### src/hdl/sfb_pkg.sv
// shared types, constants and crc helper for the sensor frame builder
// no dependencies; imported by every module of the block
package sfb_pkg;

    // command codes carried on the input tuser
    localparam logic CMD_START = 1'b0;
    localparam logic CMD_WORD  = 1'b1;

    // job queue geometry
    localparam int QDEPTH = 4;
    localparam int QAW    = $clog2(QDEPTH);

    // frame constants
    localparam logic [15:0] CRC_INIT  = 16'hFFFF;
    localparam logic [15:0] CRC_POLY  = 16'h1021;
    localparam logic [7:0]  HDR_TYPE  = 8'h08;
    localparam logic [5:0]  LEN_BASE  = 6'd7;
    localparam logic [2:0]  HDR_LAST  = 3'd4;
    localparam logic [2:0]  WORD_LAST = 3'd1;
    localparam logic [2:0]  TRL_LAST  = 3'd5;

    // bytes added and words expected per mask bit, indexed by bit 0..7
    localparam logic [2:0] LEN_ADD [8] = '{3'd6, 3'd4, 3'd4, 3'd4, 3'd4, 3'd6, 3'd4, 3'd2};
    localparam logic [1:0] WORD_NEED [8] = '{2'd0, 2'd2, 2'd2, 2'd2, 2'd2, 2'd3, 2'd2, 2'd1};

    typedef enum logic {
        JOB_START,
        JOB_WORD
    } job_kind_t;

    // one queued job: start carries {length-1, mask}, word carries the word
    typedef struct packed {
        job_kind_t   kind;
        logic [15:0] data;
        logic        trailer;
        logic        finish;
    } job_t;

    typedef struct packed {
        logic full;
        logic empty;
    } q_stat_t;

    typedef enum logic [1:0] {
        PH_JOB,
        PH_TRAIL,
        PH_PAD,
        PH_CRC
    } phase_t;

    // one crc-16 byte step, msb first
    function automatic logic [15:0] crc_byte(input logic [15:0] crc, input logic [7:0] b);
        logic [15:0] c;
        c = crc ^ {b, 8'h00};
        for (int k = 0; k < 8; k++)
        begin
            if (c[15])
                c = {c[14:0], 1'b0} ^ CRC_POLY;
            else
                c = {c[14:0], 1'b0};
        end
        return c;
    endfunction

    // fixed trailer bytes
    function automatic logic [7:0] trailer_byte(input logic [2:0] idx);
        logic [7:0] v;
        case (idx)
            3'd0:    v = 8'h12;
            3'd1:    v = 8'h34;
            3'd2:    v = 8'h56;
            3'd3:    v = 8'h78;
            3'd4:    v = 8'h9A;
            default: v = 8'hBC;
        endcase
        return v;
    endfunction

endpackage

### src/hdl/sfb_front.sv
// front end: accepts input beats, tracks the open frame and queues jobs
// depends on sfb_pkg
module sfb_front
    import sfb_pkg::*;
(
    input  logic        clk,
    input  logic        rst_n,
    input  logic        in_valid,
    output logic        in_ready,
    input  logic        in_cmd,
    input  logic [7:0]  in_mask,
    input  logic [15:0] in_word,
    input  q_stat_t     q_stat,
    output logic        q_push,
    output job_t        q_job
);

    logic       open_reg, open_next;
    logic [3:0] rem_reg, rem_next;
    logic [5:0] len;
    logic [3:0] words;
    logic       accept;

    // frame length and word count from the mask
    always_comb
    begin
        len   = LEN_BASE;
        words = 4'd0;
        for (int b = 0; b < 8; b++)
        begin
            if (in_mask[b])
            begin
                len   = len + 6'(LEN_ADD[b]);
                words = words + 4'(WORD_NEED[b]);
            end
        end
    end

    assign in_ready = !q_stat.full;
    assign accept   = in_valid && in_ready;

    // classify the beat, drop words outside a frame
    always_comb
    begin
        open_next     = open_reg;
        rem_next      = rem_reg;
        q_push        = 1'b0;
        q_job.kind    = JOB_WORD;
        q_job.data    = in_word;
        q_job.trailer = 1'b0;
        q_job.finish  = (rem_reg == 4'd1);
        if (in_cmd == CMD_START)
        begin
            q_push        = accept;
            q_job.kind    = JOB_START;
            q_job.data    = {2'b00, len - 6'd1, in_mask};
            q_job.trailer = in_mask[0];
            q_job.finish  = (words == 4'd0);
            if (accept)
            begin
                rem_next  = words;
                open_next = (words != 4'd0);
            end
        end
        else if (open_reg && rem_reg != 4'd0)
        begin
            q_push = accept;
            if (accept)
            begin
                rem_next  = rem_reg - 4'd1;
                open_next = (rem_reg != 4'd1);
            end
        end
    end

    always_ff @(posedge clk or negedge rst_n)
    begin
        if (!rst_n)
        begin
            open_reg <= 1'b0;
            rem_reg  <= 4'd0;
        end
        else
        begin
            open_reg <= open_next;
            rem_reg  <= rem_next;
        end
    end

endmodule

### src/hdl/sfb_queue.sv
// short job queue between front and back ends, head visible combinationally
// depends on sfb_pkg
module sfb_queue
    import sfb_pkg::*;
(
    input  logic    clk,
    input  logic    rst_n,
    input  logic    push,
    input  job_t    push_job,
    input  logic    pop,
    output job_t    head,
    output q_stat_t stat
);

    job_t           mem_reg [QDEPTH];
    logic [QAW-1:0] wr_reg, rd_reg;
    logic [QAW:0]   cnt_reg, cnt_next;

    assign head       = mem_reg[rd_reg];
    assign stat.full  = (cnt_reg == (QAW+1)'(QDEPTH));
    assign stat.empty = (cnt_reg == '0);

    always_comb
    begin
        cnt_next = cnt_reg;
        if (push && !pop)
            cnt_next = cnt_reg + 1'b1;
        else if (pop && !push)
            cnt_next = cnt_reg - 1'b1;
    end

    // storage
    always_ff @(posedge clk)
    begin
        if (push)
            mem_reg[wr_reg] <= push_job;
    end

    // pointers and fill count
    always_ff @(posedge clk or negedge rst_n)
    begin
        if (!rst_n)
        begin
            wr_reg  <= '0;
            rd_reg  <= '0;
            cnt_reg <= '0;
        end
        else
        begin
            if (push)
                wr_reg <= wr_reg + 1'b1;
            if (pop)
                rd_reg <= rd_reg + 1'b1;
            cnt_reg <= cnt_next;
        end
    end

endmodule

### src/hdl/sfb_back.sv
// back end: serializes queued jobs into frame bytes and keeps the crc
// depends on sfb_pkg
module sfb_back
    import sfb_pkg::*;
(
    input  logic       clk,
    input  logic       rst_n,
    input  job_t       head,
    input  q_stat_t    q_stat,
    output logic       q_pop,
    output phase_t     phase,
    output logic       out_valid,
    input  logic       out_ready,
    output logic [7:0] out_byte,
    output logic       out_last
);

    phase_t      ph_reg, ph_next;
    logic [2:0]  idx_reg, idx_next;
    logic [15:0] crc_reg, crc_next;
    logic        trail_reg, trail_next;
    logic        ov_reg, ov_next;
    logic [7:0]  ob_reg, ob_next;
    logic        ol_reg, ol_next;

    logic        slot;
    logic        emit;
    logic [7:0]  byte_sel;
    logic [15:0] crc_base;
    logic [15:0] crc_zero;
    logic        is_start;
    logic        job_done;
    logic        trail_sel;

    assign slot      = !ov_reg || out_ready;
    assign is_start  = (head.kind == JOB_START);
    assign crc_base  = (is_start && idx_reg == 3'd0) ? CRC_INIT : crc_reg;
    assign crc_zero  = crc_byte(crc_reg, 8'h00);
    assign job_done  = is_start ? (idx_reg == HDR_LAST) : (idx_reg == WORD_LAST);
    assign trail_sel = is_start ? head.trailer : trail_reg;

    // byte of the current job
    always_comb
    begin
        if (is_start)
        begin
            case (idx_reg) inside
                3'd0, 3'd2: byte_sel = head.data[15:8];
                3'd1, 3'd3: byte_sel = HDR_TYPE;
                default:    byte_sel = head.data[7:0];
            endcase
        end
        else
            byte_sel = (idx_reg == 3'd0) ? head.data[15:8] : head.data[7:0];
    end

    // sequencer
    always_comb
    begin
        ph_next    = ph_reg;
        idx_next   = idx_reg;
        crc_next   = crc_reg;
        trail_next = trail_reg;
        ov_next    = ov_reg && !out_ready;
        ob_next    = ob_reg;
        ol_next    = ol_reg;
        q_pop      = 1'b0;
        emit       = 1'b0;
        unique case (ph_reg)
            PH_JOB:
            begin
                if (slot && !q_stat.empty)
                begin
                    emit     = 1'b1;
                    ob_next  = byte_sel;
                    ol_next  = 1'b0;
                    crc_next = crc_byte(crc_base, byte_sel);
                    idx_next = idx_reg + 3'd1;
                    if (is_start && idx_reg == 3'd0)
                        trail_next = head.trailer;
                    if (job_done)
                    begin
                        q_pop    = 1'b1;
                        idx_next = 3'd0;
                        if (head.finish)
                            ph_next = trail_sel ? PH_TRAIL : PH_PAD;
                    end
                end
            end
            PH_TRAIL:
            begin
                if (slot)
                begin
                    emit     = 1'b1;
                    ob_next  = trailer_byte(idx_reg);
                    ol_next  = 1'b0;
                    crc_next = crc_byte(crc_reg, trailer_byte(idx_reg));
                    idx_next = idx_reg + 3'd1;
                    if (idx_reg == TRL_LAST)
                    begin
                        idx_next = 3'd0;
                        ph_next  = PH_PAD;
                    end
                end
            end
            PH_PAD:
            begin
                // first zero byte of the crc augmentation
                crc_next = crc_zero;
                ph_next  = PH_CRC;
            end
            PH_CRC:
            begin
                if (slot)
                begin
                    emit = 1'b1;
                    if (idx_reg == 3'd0)
                    begin
                        crc_next = crc_zero;
                        ob_next  = crc_zero[15:8];
                        ol_next  = 1'b0;
                        idx_next = 3'd1;
                    end
                    else
                    begin
                        ob_next  = crc_reg[7:0];
                        ol_next  = 1'b1;
                        idx_next = 3'd0;
                        ph_next  = PH_JOB;
                    end
                end
            end
            default: ph_next = PH_JOB;
        endcase
        if (emit)
            ov_next = 1'b1;
    end

    always_ff @(posedge clk or negedge rst_n)
    begin
        if (!rst_n)
        begin
            ph_reg    <= PH_JOB;
            idx_reg   <= 3'd0;
            crc_reg   <= CRC_INIT;
            trail_reg <= 1'b0;
            ov_reg    <= 1'b0;
        end
        else
        begin
            ph_reg    <= ph_next;
            idx_reg   <= idx_next;
            crc_reg   <= crc_next;
            trail_reg <= trail_next;
            ov_reg    <= ov_next;
        end
    end

    // output beat payload
    always_ff @(posedge clk)
    begin
        ob_reg <= ob_next;
        ol_reg <= ol_next;
    end

    assign phase     = ph_reg;
    assign out_valid = ov_reg;
    assign out_byte  = ob_reg;
    assign out_last  = ol_reg;

endmodule

### src/hdl/sensor_frame_builder_crc16.sv
// top level of the telemetry frame builder with crc-16 trailer
// depends on sfb_pkg, sfb_front, sfb_queue, sfb_back
//
//  channel  dir  tdata                                tuser         tlast
//  s_axis   in   [7:0] presence_mask, [23:8] word     command       -
//  m_axis   out  [7:0] out_byte                       -             end_of_frame
//
// one output byte per cycle from the back-end serializer while m_axis_tready is
// high and jobs are queued; a word beat gives 2 bytes, a start beat 5 header bytes,
// plus 0 or 6 trailer bytes, an idle pad step and 2 crc bytes when the frame closes.
// the four-entry job queue lets the input keep flowing while bytes drain.
// asynchronous active-low reset; no clearing pass after reset.
// m_axis_tready low stalls the serializer; s_axis_tready drops only when the queue is full.
module sensor_frame_builder_crc16
    import sfb_pkg::*;
(
    input  logic        clk,
    input  logic        rst_n,
    input  logic        s_axis_tvalid,
    output logic        s_axis_tready,
    input  logic [23:0] s_axis_tdata,   // [7:0] presence_mask, [23:8] sensor_word
    input  logic        s_axis_tuser,   // [0] command
    output logic        m_axis_tvalid,
    input  logic        m_axis_tready,
    output logic [7:0]  m_axis_tdata,   // [7:0] out_byte
    output logic        m_axis_tlast
);

    q_stat_t q_stat;
    logic    q_push;
    logic    q_pop;
    job_t    q_job;
    job_t    q_head;
    phase_t  phase;

    sfb_front u_front (
        .clk      (clk),
        .rst_n    (rst_n),
        .in_valid (s_axis_tvalid),
        .in_ready (s_axis_tready),
        .in_cmd   (s_axis_tuser),
        .in_mask  (s_axis_tdata[7:0]),
        .in_word  (s_axis_tdata[23:8]),
        .q_stat   (q_stat),
        .q_push   (q_push),
        .q_job    (q_job)
    );

    sfb_queue u_queue (
        .clk      (clk),
        .rst_n    (rst_n),
        .push     (q_push),
        .push_job (q_job),
        .pop      (q_pop),
        .head     (q_head),
        .stat     (q_stat)
    );

    sfb_back u_back (
        .clk       (clk),
        .rst_n     (rst_n),
        .head      (q_head),
        .q_stat    (q_stat),
        .q_pop     (q_pop),
        .phase     (phase),
        .out_valid (m_axis_tvalid),
        .out_ready (m_axis_tready),
        .out_byte  (m_axis_tdata),
        .out_last  (m_axis_tlast)
    );

`ifndef SYNTHESIS
    // queue never written when full
    a_no_overflow: assert property (@(posedge clk) disable iff (!rst_n)
        !(q_push && q_stat.full))
        else $error("job queue overflow");

    // queue never popped when empty
    a_no_underflow: assert property (@(posedge clk) disable iff (!rst_n)
        !(q_pop && q_stat.empty))
        else $error("job queue underflow");

    // the idle pad cycle always leads straight into the crc bytes
    a_pad_to_crc: assert property (@(posedge clk) disable iff (!rst_n)
        phase == PH_PAD |=> phase == PH_CRC)
        else $error("pad cycle not followed by crc");

    // last beat is only produced from the crc phase
    a_last_from_crc: assert property (@(posedge clk) disable iff (!rst_n)
        $rose(m_axis_tvalid && m_axis_tlast) |-> $past(phase == PH_CRC))
        else $error("end of frame outside crc phase");
`endif

endmodule
### config.mk
export PLATFORM = sky130hd
export DESIGN_NAME = sensor_frame_builder_crc16
export DESIGN_NICKNAME = d
export VERILOG_FILES = /design/src/hdl/sfb_pkg.sv /design/src/hdl/sfb_front.sv /design/src/hdl/sfb_queue.sv /design/src/hdl/sfb_back.sv /design/src/hdl/sensor_frame_builder_crc16.sv
export SDC_FILE = /design/constraint.sdc
export NUM_CORES = 1
export LEC_CHECK = 0
export BUFFER_PORTS_ARGS = -buffer_cell sky130_fd_sc_hd__buf_2
export CAP_MARGIN = 10
export CORE_ASPECT_RATIO = 0.6
export CORE_MARGIN = 8
export CORE_UTILIZATION = 65
export DETAILED_ROUTE_END_ITERATION = 12
export GPL_ROUTABILITY_DRIVEN = 0
export PLACE_DENSITY = 0.88
export SLEW_MARGIN = 20
export SYNTH_ARGS = -nofsm -noshare
export SYNTH_HDL_FRONTEND = slang
export SYNTH_HIERARCHICAL = 1
export SYNTH_SLANG_ARGS = --single-unit
### constraint.sdc
create_clock -name clk -period 8.85 [get_ports clk]
set_input_delay 1.77 -clock clk [delete_from_list [all_inputs] [get_ports clk]]
set_output_delay 1.77 -clock clk [all_outputs]
set_load 0.03 [all_outputs]
* Word-level counts from Yosys, hierarchy flattened
Memories as Yosys holds them, arrays and structs flattened.
Index checks and enable logic that the tools add are counted.
** Storage, ports and cells
- Memories kept :: 1
- Logic and storage cells :: 241
- Bits in registers :: 44
- Input bits :: 29
- Memory bits (writable) :: 76
- Output and inout port bits :: 11
** Cells by class
- Bitwise gates (word level) :: 27
- $add $sub $neg :: 20
- Eq/ne operators :: 21
- Mux-type cells :: 129
- Reductions and logical operators :: 31
** Memories
- u_queue.mem_reg :: depth 4, bits a word 19, read ports 1, clocked after memory_dff 0, wr ports 1, line sfb_queue.sv:15 : job_t mem_reg [QDEPTH];
** Operator list (count)
- 16-bit two-way mux :: 33
- 13-bit two-way mux :: 24
- 8-bit two-way mux :: 9
- 3-bit NOT :: 24
- 16-bit case mux with 4 select lines :: 1
- 4-bit two-way mux :: 11
- 6-bit two-way mux :: 7
- 8-bit case mux with 5 select lines :: 1
- 16-bit XOR :: 2
- 6-bit by 3-bit adder with 6-bit output, second input constant :: 5
- 8-bit case mux with 3 select lines :: 1
- 1-bit two-way mux :: 21
- 3-bit two-way mux :: 7
- 19-bit two-way mux :: 1
- 2-bit two-way mux :: 9
- 4-bit by 2-bit adder with 4-bit output, second input constant :: 4
- 2-bit by 1-bit inequality test with 1-bit output, second input constant :: 8
- 3-bit equality test, second input constant :: 3
- 3-bit case mux with 3 select lines :: 1
- 2-bit case mux with 4 select lines :: 1
- 4-bit AND reduction :: 2
- 4-bit nonzero test :: 2
- 1-bit logical AND :: 7
- 7-bit AND reduction :: 1
- 28 further kinds :: 43

* Logic depth before layout (Yosys ltp)
Gate-level depths: netlist of run 1.
- Depth after elaboration :: 38
- Gate-level depth with buffers :: 19
- Gate-level depth less buffers :: 19

* Modules after synthesis
The synthesis of run 1 kept the hierarchy.
** Modules (own cells, without submodules)
- sfb_queue :: area an instance 3136.8 µm², sequential area each 2457.4 µm², times used 1, cells an instance 133
- sfb_back :: area an instance 2887.8 µm², sequential area each 865.8 µm², times used 1, cells an instance 343
- sfb_front :: area an instance 1587.8 µm², sequential area each 125.1 µm², times used 1, cells an instance 210

* Worst setup path before layout of run 1
OpenSTA, ideal clock, no wires.
- Kind :: in2reg
- Start :: input port s_axis_tdata[1]
- End :: memory u_queue/mem_reg[0][15] (netlist bit), data pin
- Data arrival time :: 5207 ps
- Stages :: 19
- Path buffers :: 0
- Slack :: 3365 ps
- Setup time :: 277 ps
- Data required time :: 8573 ps
- Cell sequence :: inv_1 > ha_1 > xnor2_2 > inv_1 > ha_1 > and2b_1 > a221o_1 > nor2_1 > xor2_1 > nand2_1 > nand2_1 > ha_1 > nand2_1 > o41ai_1 > nor3_1 > nor4_1 > nor4b_2 > xnor2_1 > o21ai_1
** RTL lines
- start, declared :: line sensor_frame_builder_crc16.sv:21 : input logic [23:0] s_axis_tdata,
- end, declared :: line sfb_queue.sv:15

==> flow_summary.yaml, run 1 <==
synth:
  synth_ff_type: "edfxtp_1"
  netlist.area_leader.share_pct: 33.53
  ys_seq_area_share_pct: 45.30
  syn_area_sq_um: 7612
  synth_edf_count: 85
  syn_nets: 746
  post-synth-top-count-cell: "edfxtp_1"
  ys_async_sr_fraction_pct: 29.17
  ys_top_cells_by_area: "edfxtp_1, dfrtp_1, xnor2_1"
  synth-seq-cells: 120
  avgSynthCellArea_sq_um: 11.10
  yosysTopAreaCell: "edfxtp_1"
  synth_cell_types: 74
  synthTopCellsByCount: "edfxtp_1, nand2_1, nor2_1"
  ys_warn_count: 6
  netlist_instances: 686
clock_network:
  cts_resized: 0
  cts.path.max_buffers: 2
  cts_sinks: 120
  holdBufCountCts: 0
  root_buffer: "clkbuf_16"
  post_cts_buffers: 0
  clock_latency_ps: 420
  cts_buffers: 17
  clk_pin_slew_ps: 60
  cts_tree: "yes"
  h-tree-depth: 4
critical_path:
  cp-start-kind: "input pin"
  r2r-start: "u_queue/rd_reg[0]"
  rrSetupSlack_ps: 5190
  timing.rr.end: "u_back/crc_reg[8]"
  worstSetupPathType: "in2reg"
  end_kind: "flip-flop"
  ff2ff_path_depth: 8
  cp.arrival_ps: 6070
  cp.required_ps: 8970
  cp_max_fo: 8
timing:
  hold_viol: 0
  tightestPinTransition_ps: 1083
  setup_tns_ps: 0
  finClkSkew_ps: 12.52
  post-route-period-util_pct: 67.17
  setup_viol_count_final: 0
  setup_ws_ps: 2905
  max_freq_mhz: 168.2
  drv_slew: 0
  fin_crit_ps: 5945
  slew_headroom_pct: 26.87
  rsz0062_at_grt: "false"
grt:
  grt_overflow: 0
  antenna_found_initial: 0
  grt_pass1_vias: 5570
  grt_pass1_wl_mm: 29.72
  grt_use_total_pct: 24.97
  grt_max_degree: 38
placement:
  dp_hpwl_mm: 13.21
  portBuffers: 39
  dpl_worst_slack_ps: 2668
layout:
  largest_reg_flops: 76
  n_antenna_cell: 0
  fin_nets: 767
  synthToLayoutAreaGrowth_pct: 10.55
  nFillCells: 733
  drive_above_1_share_pct: 20.00
drt:
  vias_per_cell: 6.668
  via_count: 5868
  routed_wl_mm: 19.08
  drtPass1Iterations: 6
  postRouteAntennaNets: 0
  drc: 0
  drt_iter0_drc: 816
  avgRoutedWirePerCell_um: 21.68
worst_hold_path:
  hold_path_depth: 2
  min_to: "u_back/crc_reg[9]"
  hold_start: "u_back/crc_reg[9]"
  hold_class: "reg2reg"
floorplanning:
  dieWidth_um: 155.7
  num_io_pins: 40
  core_sq_um: 11370
  die_area_sq_um: 15540
  start_util_pct: 66.93
  chipHeight_um: 99.83
  rows: 30
status:
  status: "finished clean"
run:
  maxCapViolations: 0
[cells by family after synthesis]
logic type	synth area share, %
fa+ha+maj	5.342
buf+inv	4.257
flops	45.30
xor+xnor	10.90
simple gates	12.20
mux	8.974
compound gates	13.03
[critical path, cell delays in order]
cell and delay [ps]:
buf_2 120, inv_1 90, ha_1 350, xnor2_2 460
inv_1 90, ha_1 370, and2b_1 180, a221o_1 350
nor2_1 170, xor2_1 210, nand2_1 70, nand2_1 80
ha_1 230, nand2_1 70, o41ai_1 70, nor3_1 510
nor4_1 200, nor4b_2 410, xnor2_1 160, o21ai_1 120
[layout make-up]
class | instances | area [sq um] | share of cell area, %
clock buffer | 17 | 425.4 | 5.055
clock inverter | 15 | 148.9 | 1.769
inverter | 34 | 127.6 | 1.516
multi-input combinational | 491 | 3840 | 45.63
sequential | 120 | 3448 | 40.98
tap | 160 | 200.2 | 2.379
timing repair buffer | 43 | 225.2 | 2.676
[cells in the final DEF (no fill, tap or decap), types with 8 or more instances in the layout]
cell type and n:
dfrtp_1 19, o21ai_0 34, dfstp_2 16, mux4_2 18
a211oi_1 8, buf_2 39, inv_1 32, edfxtp_1 85
ha_1 30, nor2_1 55, nand3_1 9, xnor2_1 49
nand2_1 59, clkbuf_16 17, mux2i_1 9, and2_1 10
xor2_1 28, a21oi_1 20, inv_8 8, mux2_2 13
or2_2 8
[stage by stage]
| stage | hold slack (ps) | std cells | cell area (sq um) | utilization, % |
|---|---|---|---|---|
| 2_1_floorplan | 455.4 | 686 | 7612 | - |
| 3_3_place_gp | 471.7 | 848 | 7841 | 68.94 |
| 3_5_place_dp | 487.4 | 848 | 7841 | 68.94 |
| 4_1_cts | 496.5 | 880 | 8416 | 73.99 |
| 5_1_grt | 516.8 | 880 | 8416 | 73.99 |
| 6_report | 491.4 | 880 | 8416 | 73.99 |
[layer usage]
metal / part of all wire (%) / global-route usage (%)
met5: 0 / 0
met4: 3.6 / 10.01
met3: 13 / 7.379
met2: 44 / 38.23
met1: 40 / 32.94
[worst max path at each step]
stage	slack, ps	start	end
after floorplan	3370	s_axis_tdata[1]	u_queue/mem_reg[0][15]
after global placement	2930	s_axis_tdata[1]	u_queue/mem_reg[0][15]
after detailed placement	2670	s_axis_tdata[1]	u_queue/mem_reg[3][15]
after CTS	2990	s_axis_tdata[1]	u_queue/mem_reg[1][15]
after global routing	2620	s_axis_tdata[1]	u_queue/mem_reg[0][15]
final	2910	s_axis_tdata[1]	u_queue/mem_reg[0][15]
Power of run 1 is left out: the tool's default activity adds up to more than one toggle a clock period on the data nets, which glitch-free logic cannot reach.
==> run 2: changes to the inputs <==
CORE_UTILIZATION = 62   (was 65)
PLACE_DENSITY = 0.85   (was 0.88)
clock period = 5.8 ns   (was 8.85 ns; I/O delays follow)
==> run 2 against run 1 <==
Compared with the run above:
- critical endpoint is now u_queue/mem_reg[2][15]
- critical path type unchanged
- first-iteration DRC count down 14%
- final cell count up 0.68%
- global-route usage down 1.4 points
- sequential share of layout area down 0.17 points
- die area up 4.2%
==> flow_summary.yaml, run 2 (synthesized netlist as in run 1, its figures left out) <==
floorplanning:
  dieWidth_um: 159.1
  start_util_pct: 63.31
  rows: 31
  core_sq_um: 12020
  die_area_sq_um: 16200
  num_io_pins: 40
  chipHeight_um: 101.8
drt:
  via_count: 5695
  routed_wl_mm: 18.73
  postRouteAntennaNets: 0
  drtPass1Iterations: 5
  avgRoutedWirePerCell_um: 21.14
  vias_per_cell: 6.428
  drc: 0
  drt_iter0_drc: 705
critical_path:
  cp.arrival_ps: 5500
  r2r-start: "u_queue/rd_reg[1]"
  crit_start: "s_axis_tdata[1]"
  cp_max_fo: 8
  end_kind: "flip-flop"
  cp.required_ps: 5920
  cp-start-kind: "input pin"
  rrSetupSlack_ps: 2530
  ff2ff_path_depth: 8
  timing.rr.end: "u_back/crc_reg[7]"
  worstSetupPathType: "in2reg"
clock_network:
  cts_resized: 0
  cts_buffers: 17
  cts.path.max_buffers: 2
  clk_pin_slew_ps: 60
  root_buffer: "clkbuf_16"
  cts_tree: "yes"
  post_cts_buffers: 0
  clock_latency_ps: 420
  holdBufCountCts: 0
  h-tree-depth: 4
  cts_sinks: 120
worst_hold_path:
  hold_path_depth: 2
  hold_class: "reg2reg"
  hold_start: "u_front/open_reg"
  min_to: "u_front/open_reg"
grt:
  grt_use_total_pct: 23.59
  grt_max_degree: 38
  grt_pass1_wl_mm: 29.82
  grt_pass1_vias: 5577
  antenna_found_initial: 0
  grt_overflow: 0
layout:
  post-route-cell-area_sq_um: 8451
  largest_reg_flops: 76
  drive_above_1_share_pct: 20.11
  fin_nets: 768
  multiInputGateArea_sq_um: 3842
  final_cells: 886
  n_antenna_cell: 0
  nFillCells: 853
  regArea_sq_um: 3448
  synthToLayoutAreaGrowth_pct: 11.01
  layout_commonest_cell: "edfxtp_1"
  final_cell_mix: "edfxtp_1, nand2_1, nor2_1"
timing:
  tightestPinTransition_ps: 1130
  hold_viol: 0
  drv_slew: 0
  max_freq_mhz: 185.9
  slew_headroom_pct: 24.66
  hold_ws_ps: 500.4
  finClkSkew_ps: 8.948
  fin_crit_ps: 5380
  rsz0062_at_grt: "false"
  post-route-period-util_pct: 92.76
  setup_tns_ps: 0
  setup_viol_count_final: 0
placement:
  dp_cells: 854
  placedInstanceArea_sq_um: 7855
  portBuffers: 39
  dp_hpwl_mm: 12.94
run:
  maxCapViolations: 0
power:
  totalPowerFinal_mw: 6.000
  ir_drop_mv: 0.3243
  power.density_nw_per_um2: 710.1
  p_leak_nw: 3.292
status:
  status: "finished clean"
[run 2: cell count changes in the layout (fill, tap and decap cells not counted)]
cell | before | now
inv_8 | 8 | 1
bufinv_16 | 0 | 2
inv_6 | 4 | 6
buf_4 | 4 | 5
clkbuf_1 | 0 | 1
clkinv_4 | 1 | 2
clkinvlp_4 | 2 | 3
nor2_1 | 55 | 54
nor2_2 | 0 | 1
[run 2: worst max-delay path, stage by stage]
cell and delay, ps:
buf_2 120, inv_1 80, ha_1 340, xnor2_2 460
inv_1 100, ha_1 380, and2b_1 180, a221o_1 350
nor2_1 190, xor2_1 220, nand2_1 90, nand2_1 90
ha_1 230, nand2_1 70, o41ai_1 60, nor3_1 590
nor4_1 170, nor4b_2 340, xnor2_1 160, o21ai_1 120
[run 2: cell type report]
type                    count  area share [%]
repair buffers             44           2.754
clock buffers              18           5.078
inverters                  34           1.510
clock inverters            14           1.940
well taps                 165           2.443
multi-input cells         491           45.47
flip-flops and latches    120           40.81
[run 2: layer usage]
layer | global-route usage, % | routed length [um]
met1 | 32.42 | 8143
met5 | 0 | 0
met2 | 36.70 | 8420
met3 | 6.074 | 1875
met4 | 6.921 | 289
[run 2: report_power, final]
group | total, mW | leakage [nW] | switching, mW | internal (mW)
logic | 3.45 | 1.83 | 2.01 | 1.44
registers | 1.50 | 1.18 | 0.194 | 1.30
clock network | 1.06 | 0.281 | 0.414 | 0.644
[run 2: worst max-delay path by stage]
stage                             endpoint  depth (start not counted)
CTS                 u_queue/mem_reg[2][15]                         20
detailed placement  u_queue/mem_reg[0][15]                         20
floorplan           u_queue/mem_reg[0][15]                         19
global route        u_queue/mem_reg[2][15]                         20
global placement    u_queue/mem_reg[0][15]                         20
finish              u_queue/mem_reg[2][15]                         20
[run 2: per-stage QoR]
stage | setup WS, ps | util (%)
2_1_floorplan | 925.3 | -
3_3_place_gp | 505.6 | 65.33
3_5_place_dp | 145.6 | 65.33
4_1_cts | 570.2 | 70.26
5_1_grt | 246.3 | 70.28
6_report | 420.2 | 70.28
Note: power is estimated with default switching activity, not from simulation.
==> run 3: changes to the inputs <==
--- a/config.mk
+++ b/config.mk
@@ -14,5 +14,5 @@
 export GPL_ROUTABILITY_DRIVEN = 0
 export PLACE_DENSITY = 0.85
-export SLEW_MARGIN = 20
+export SKIP_CTS_REPAIR_TIMING = 1
 export SYNTH_ARGS = -nofsm -noshare
 export SYNTH_HDL_FRONTEND = slang
==> constraint.sdc (replaced) <==
create_clock -name clk -period 5.8 [get_ports clk]
set_input_delay 0.87 -clock clk [delete_from_list [all_inputs] [get_ports clk]]
set_output_delay 0.87 -clock clk [all_outputs]
set_load 0.03 [all_outputs]
==> run 3 against run 2 <==
Compared with the run above:
- first-iteration DRC count fell by 11%
- clock power fell by 9%
- sequential share of layout area is 0.29 points higher
- critical path type unchanged
- largest power group unchanged
==> flow_summary.yaml, run 3 (synthesized netlist as in run 1, its figures left out) <==
layout:
  multiInputGateArea_sq_um: 3840
  nFillCells: 852
  regArea_sq_um: 3448
  final_cell_mix: "edfxtp_1, nand2_1, nor2_1"
  n_antenna_cell: 0
  post-route-util_pct: 69.78
  drive_above_1_share_pct: 19.86
  largest_reg_flops: 76
  layout_commonest_cell: "edfxtp_1"
  post-route-cell-area_sq_um: 8391
  synthToLayoutAreaGrowth_pct: 10.22
  fin_nets: 767
  final_cells: 885
critical_path:
  crit_cells: 20
  cp_max_fo: 8
  path_delay_family: "simple AND/OR/NAND/NOR gates"
  ff2ff_path_depth: 8
  max_stage_delay_ps: 510
  path_cells: "buf_2 -> inv_1 -> ha_1 -> xnor2_2 -> inv_1 -> ha_1 -> and2b_1 -> a221o_1 -> nor2_1 -> xor2_1 -> nand2_1 -> nand2_1 -> ha_1 -> nand2_1 -> o41ai_1 -> nor3_1 -> nor4_1 -> nor4b_2 -> xnor2_1 -> o21ai_1"
  timing.rr.end: "u_back/crc_reg[5]"
  cp.required_ps: 5930
  worst-path-buf-inv: 3
  cp-start-kind: "input pin"
  worstSetupEndpoint: "u_queue/mem_reg[0][15]"
  rrSetupSlack_ps: 2470
  worstSetupPathType: "in2reg"
  r2r-start: "u_back/idx_reg[0]"
  crit_start: "s_axis_tdata[1]"
  crit_slowest_cell: "nor3_1"
  cp.arrival_ps: 5040
  end_kind: "flip-flop"
floorplanning:
  die_area_sq_um: 16200
  chipHeight_um: 101.8
  core_sq_um: 12020
  rows: 31
  start_util_pct: 63.31
  dieWidth_um: 159.1
  num_io_pins: 40
drt:
  drc: 0
  drtPass1Iterations: 5
  postRouteAntennaNets: 0
  drt_iter0_drc: 627
  avgRoutedWirePerCell_um: 20.54
  vias_per_cell: 6.345
  routed_wl_mm: 18.18
  via_count: 5615
timing:
  setup_viol_count_final: 0
  finClkSkew_ps: 10.64
  hold_viol: 0
  slew_headroom_pct: 28.29
  tightestPinTransition_ps: 1076
  setup_ws_ps: 891.3
  setup_tns_ps: 0
  rsz0062_at_grt: "false"
  max_freq_mhz: 203.7
  drv_slew: 0
  fin_crit_ps: 4909
  post-route-period-util_pct: 84.63
placement:
  placedInstanceArea_sq_um: 7848
  dp_hpwl_mm: 12.92
  portBuffers: 39
  dpl_worst_slack_ps: 561.4
  dp_cells: 853
clock_network:
  root_buffer: "clkbuf_16"
  cts_tree: "yes"
  cts.path.max_buffers: 2
  cts_buffers: 17
  clock_latency_ps: 420
  clk_pin_slew_ps: 60
  h-tree-depth: 4
  cts_sinks: 120
power:
  power.density_nw_per_um2: 700.2
  ir_drop_mv: 0.3969
  p_leak_nw: 3.273
grt:
  antenna_found_initial: 0
  grt_use_total_pct: 22.81
  grt_pass1_vias: 5342
  grt_pass1_wl_mm: 28.98
  grt_max_degree: 38
  grt_overflow: 0
status:
  status: "finished clean"
worst_hold_path:
  hold_class: "reg2reg"
run:
  maxCapViolations: 0
==> run 3: how the worst min path moves through the flow <==
stage                             startpoint            endpoint  slack (ps)  cells after the start
after global routing       u_back/crc_reg[2]   u_back/crc_reg[2]         510                      2
final                      u_back/crc_reg[2]   u_back/crc_reg[2]         500                      2
after detailed placement   u_back/crc_reg[2]   u_back/crc_reg[2]         490                      2
after floorplan             u_front/open_reg    u_front/open_reg         460                      2
after global placement    u_queue/cnt_reg[2]  u_queue/cnt_reg[2]         470                      1
after CTS                  u_back/crc_reg[2]   u_back/crc_reg[2]         500                      2
==> run 3: where the power goes <==
part | internal (mW) | switching [mW] | leakage, nW | total [mW]
Combinational | 1.44 | 1.98 | 1.82 | 3.42
Clock | 0.555 | 0.407 | 0.267 | 0.962
Sequential | 1.30 | 0.193 | 1.18 | 1.50
==> run 3: area by class of cell <==
type / count / share of cell area [%]
Tap cell: 165 / 2.460
Clock buffer: 18 / 5.115
Clock inverter: 14 / 1.357
Multi-Input combinational cell: 491 / 45.76
Sequential cell: 120 / 41.10
Timing Repair Buffer: 43 / 2.684
Inverter: 34 / 1.521
==> run 3: stage by stage <==
step / hold WS [ps] / power (mW)
after floorplan: 455.4 / 4.097
after global placement: 471.7 / 4.647
after detailed placement: 492.4 / 4.814
after CTS: 501.9 / 5.801
after global routing: 511.9 / 6.183
final: 504.4 / 5.875
==> run 3: layer usage <==
metal | up-vias | wire length (um) | GRT usage, %
li1 | 2543 | - | -
met1 | 2751 | 8014 | 31.99
met2 | 285 | 8177 | 35.46
met3 | 36 | 1726 | 5.028
met4 | 0 | 263 | 6.489
met5 | - | 0 | 0
==> run 3: worst register-to-register path: stages, from the launching register on <==
cell	delay, ps
dfrtp_1	420
inv_1	120
ha_1	440
nand2b_1	430
mux2_4	410
a222oi_1	430
xnor3_1	580
or3_1	380
nand3_1	80
